File: src/rtl/digit_trie_prefix_detector_assert.svh
// ----------------------------------------------------------------------------
// Digit trie prefix detector: assertion macros
// Shared property forms for the clocked checks of the detector.
// ----------------------------------------------------------------------------
`ifndef DIGIT_TRIE_PREFIX_DETECTOR_ASSERT_SVH
`define DIGIT_TRIE_PREFIX_DETECTOR_ASSERT_SVH

// Same-cycle implication, checked outside reset.
`define DTPD_ASSERT_NOW(label, ante, cons) \
  label: assert property (@(posedge clk) disable iff (!rst_n) (ante) |-> (cons)) \
    else $error("dtpd same-cycle check failed");

// Next-cycle implication, checked outside reset.
`define DTPD_ASSERT_NEXT(label, ante, cons) \
  label: assert property (@(posedge clk) disable iff (!rst_n) (ante) |=> (cons)) \
    else $error("dtpd next-cycle check failed");

`endif

File: src/rtl/dtpd_ram.sv
// ----------------------------------------------------------------------------
// dtpd_ram
// Simple dual-port RAM: one write port, one read port with registered data.
// ----------------------------------------------------------------------------
`default_nettype none

module dtpd_ram #(
  parameter int WIDTH = 8,
  parameter int DEPTH = 16
) (
  input  wire logic                     clk,
  input  wire logic                     we,
  input  wire logic [$clog2(DEPTH)-1:0] waddr,
  input  wire logic [WIDTH-1:0]         wdata,
  input  wire logic [$clog2(DEPTH)-1:0] raddr,
  output logic      [WIDTH-1:0]         rdata
);

  logic [WIDTH-1:0] mem [DEPTH];

  always_ff @(posedge clk) begin
    if (we) begin
      mem[waddr] <= wdata;
    end
    rdata <= mem[raddr];
  end

endmodule

`default_nettype wire

File: config.mk
export PLATFORM = sky130hd
export DESIGN_NAME = dtpd_ram
export DESIGN_NICKNAME = d
export VERILOG_FILES = /design/src/rtl/digit_trie_prefix_detector_assert.svh /design/src/rtl/dtpd_ram.sv
export SDC_FILE = /design/constraint.sdc
export NUM_CORES = 1
export LEC_CHECK = 0
export ABC_AREA = 1
export BUFFER_PORTS_ARGS = -buffer_cell sky130_fd_sc_hd__buf_4
export CAP_MARGIN = 20
export CORE_ASPECT_RATIO = 0.5
export CORE_MARGIN = 10
export CORE_UTILIZATION = 40
export CTS_CLUSTER_SIZE = 8
export DETAILED_ROUTE_END_ITERATION = 12
export PLACE_DENSITY = 0.67
export SKIP_LAST_GASP = 1
export SLEW_MARGIN = 20
export SYNTH_ARGS = -nofsm -noshare
export SYNTH_HDL_FRONTEND = slang
export SYNTH_SLANG_ARGS = --single-unit
File: constraint.sdc
create_clock -name clk -period 1.7 [get_ports clk]
set_clock_uncertainty 0.15 [all_clocks]
set_input_delay 0.17 -clock clk [delete_from_list [all_inputs] [get_ports clk]]
set_output_delay 0.17 -clock clk [all_outputs]
set_load 0.02 [all_outputs]
==> results_dict.tcl <==
set metrics [dict create \
    outcome "complete, no violations" \
    htreeDepth 4 \
    min_to "rdata[1]$_DFF_P_" \
    cp_data_required_time_ns 1.91 \
    antenna_found_initial 0 \
    min_from "raddr[2]" \
    path_buf_inv 3 \
    min_path_cells 4 \
    avgSynthCellArea_um2 10.5 \
    clk_path_buf_depth 2 \
    rr_startpoint "mem[7][1]$_DFFE_PP_" \
    io_pins 26 \
    synth_fp_nets 569 \
    worstPathArrival_ns 1.52 \
    coreArea_mm2 0.0138 \
    fin_tns_setup_ns 0 \
    rsz0062_at_grt "false" \
    slew_headroom 0.802 \
    seq_area_frac_synth 0.694 \
    crit_fanout 9 \
    cts_setup_buffers 0 \
    place_hpwl_mm 7.73 \
    vias 3857 \
    placed_cells 771 \
    setup_viol 0 \
    end_kind "register" \
    grtUsageTotal 0.135 \
    min_path_type "in2reg" \
    layout_min_cycle_time_ns 1.31 \
    synth_cell_types 12 \
    cts_tree "built" \
    cts-root-buf "clkbuf_16" \
    grt_overflow 0 \
    cp_slowest_cell "dlygate4sd3_1" \
    grt_pass1_vias 3843 \
    placed_cell_area_mm2 0.00627 \
    r2r_end "rdata[1]$_DFF_P_" \
    drc 0 \
    finalMaxSlewViolations 0 \
    yosysWarnings 0 \
    postCtsHoldBufs 9 \
    numCtsBuffers 17 \
    hold_viol_final 0 \
    nNetsFinal 625 \
    worst-r2r-setup-slack_ns 0.53 \
    fmax_mhz 766 \
    preCtsSetupSlack_ns 0.255 \
    tightest_slew_ns 0.297 \
    num_antenna_cells 0 \
    worst_ir_drop_vdd_mv 0.545 \
    fin_cells 812 \
    die_y_um 105 \
    die_area_mm2 0.0199 \
    path_delay_family "buffers and inverters" \
    cap_viol_max_count 0 \
    first_pass_iters 6 \
    area_growth_pct 20.4 \
    cpPeakStageDelay_ns 0.53 \
    path_clk_slew_ns 0.06 \
    power.density_mw_per_mm2 1140 \
    worst-path-stages 5 \
    antenna_left 0 \
    path_cells "dlygate4sd3_1 -> buf_4 -> inv_1 -> nand3_1 -> nand2_1" \
    wirelength_mm 12.8 \
    period_share 0.768 \
    io_buffers 25 \
    drive_above_1_share 0.134 \
    cts_sinks 136 \
    r2r.worst_path.cells 6 \
    gp_congestion 0.853 \
    die_w_um 190 \
    layout_setup_ws_ns 0.394 \
    syn-cell-area_mm2 0.00577 \
    start_kind "input port" \
    wl_per_cell_um 15.8 \
    syn-instance-count 551 \
    via_per_inst 4.75 \
    clk_latency_ns 0.42 \
    grt_pass1_wl_mm 20.7 \
    ys_ff_latch 136 \
    ctsResizeCount 0 \
    initial_core_util 0.417 \
    row_count 30 \
    drt_iter0_drc 292 \
    leakage_nw 3.01 \
    stdcell_area_mm2 0.00695 \
    grt_start_max_net_pins 65 \
    worstSetupPathType "in2reg" \
]
==> cell usage after synthesis <==
cell type,number,area share
buf_4,4,0.0052
nand3_1,97,0.084
buf_6,6,0.012
nand3b_1,2,0.0026
inv_2,2,0.0013
inv_1,100,0.065
nand2_1,173,0.11
dfxtp_1,8,0.028
buf_1,1,0.00065
buf_2,13,0.011
nor2_1,17,0.011
edfxtp_1,128,0.67
==> tightest hold or removal path: stages <==
cell     delay (ns)
buf_4          0.19
nand3_1        0.10
nand3_1        0.06
nand2_1        0.06
==> worst max path at each step <==
stage,start,to,slack [ns]
after global placement,raddr[0],rdata[6]$_DFF_P_,0.28
after detailed placement,raddr[0],rdata[1]$_DFF_P_,0.26
after floorplan,waddr[2],mem[10][0]$_DFFE_PP_,0.43
final,raddr[3],rdata[1]$_DFF_P_,0.39
after CTS,raddr[3],rdata[1]$_DFF_P_,0.42
after global routing,raddr[3],rdata[1]$_DFF_P_,0.36
==> per-stage QoR <==
stage | util | power (mW) | hold slack [ns]
2_1_floorplan | - | 4.13 | 0.119
3_3_place_gp | 0.454 | 4.34 | 0.353
3_5_place_dp | 0.454 | 4.35 | 0.351
4_1_cts | 0.503 | 7.95 | 0.0438
5_1_grt | 0.503 | 8.18 | 0.0534
6_report | 0.503 | 7.92 | 0.0473
==> cells by family (layout without fill, tap and decap cells) <==
logic type	count (synthesis)	count (layout)	share of synthesized area
AND/OR/NAND/NOR	289	289	0.210
flip-flops	136	136	0.694
buffers and inverters	126	195	0.0952
==> layout by cell type, fill, tap and decap left out, drive strengths merged <==
cell type,n
nand3,97
nand3b,2
nand2,173
edfxtp,128
clkinv,8
buf,52
nor2,17
clkinvlp,3
bufinv,3
dlygate4sd3,9
dfxtp,8
inv,102
clkbuf,18
==> final cells by class <==
type / count / area [um^2]
flip-flops and latches: 136 / 4000
multi-input cells: 289 / 1210
repair buffers: 61 / 518
clock buffers: 18 / 429
clock inverters: 14 / 158
inverters: 102 / 383
fillers: 1223 / 6870
well taps: 192 / 240
==> flip-flops by register name, summed over array words and instances, names as in the netlist <==
| signal | cells |
|---|---|
| mem | 128 |
| rdata | 8 |
==> where the power goes <==
part	internal [mW]	leakage [nW]	switching [mW]	total, mW
combinational	0.182	1.51	0.342	0.524
sequential	3.75	1.22	0.0238	3.77
clock	2.28	0.281	1.34	3.62
total	6.21	3.01	1.70	7.92
==> layer usage <==
metal	wire length [um]	vias up	track usage
li1	-	1887	-
met1	5640	1833	0.170
met2	6120	118	0.219
met3	870	19	0.0408
met4	165	0	0.0383
met5	0	-	0
Power figures use the tool's default switching activity.
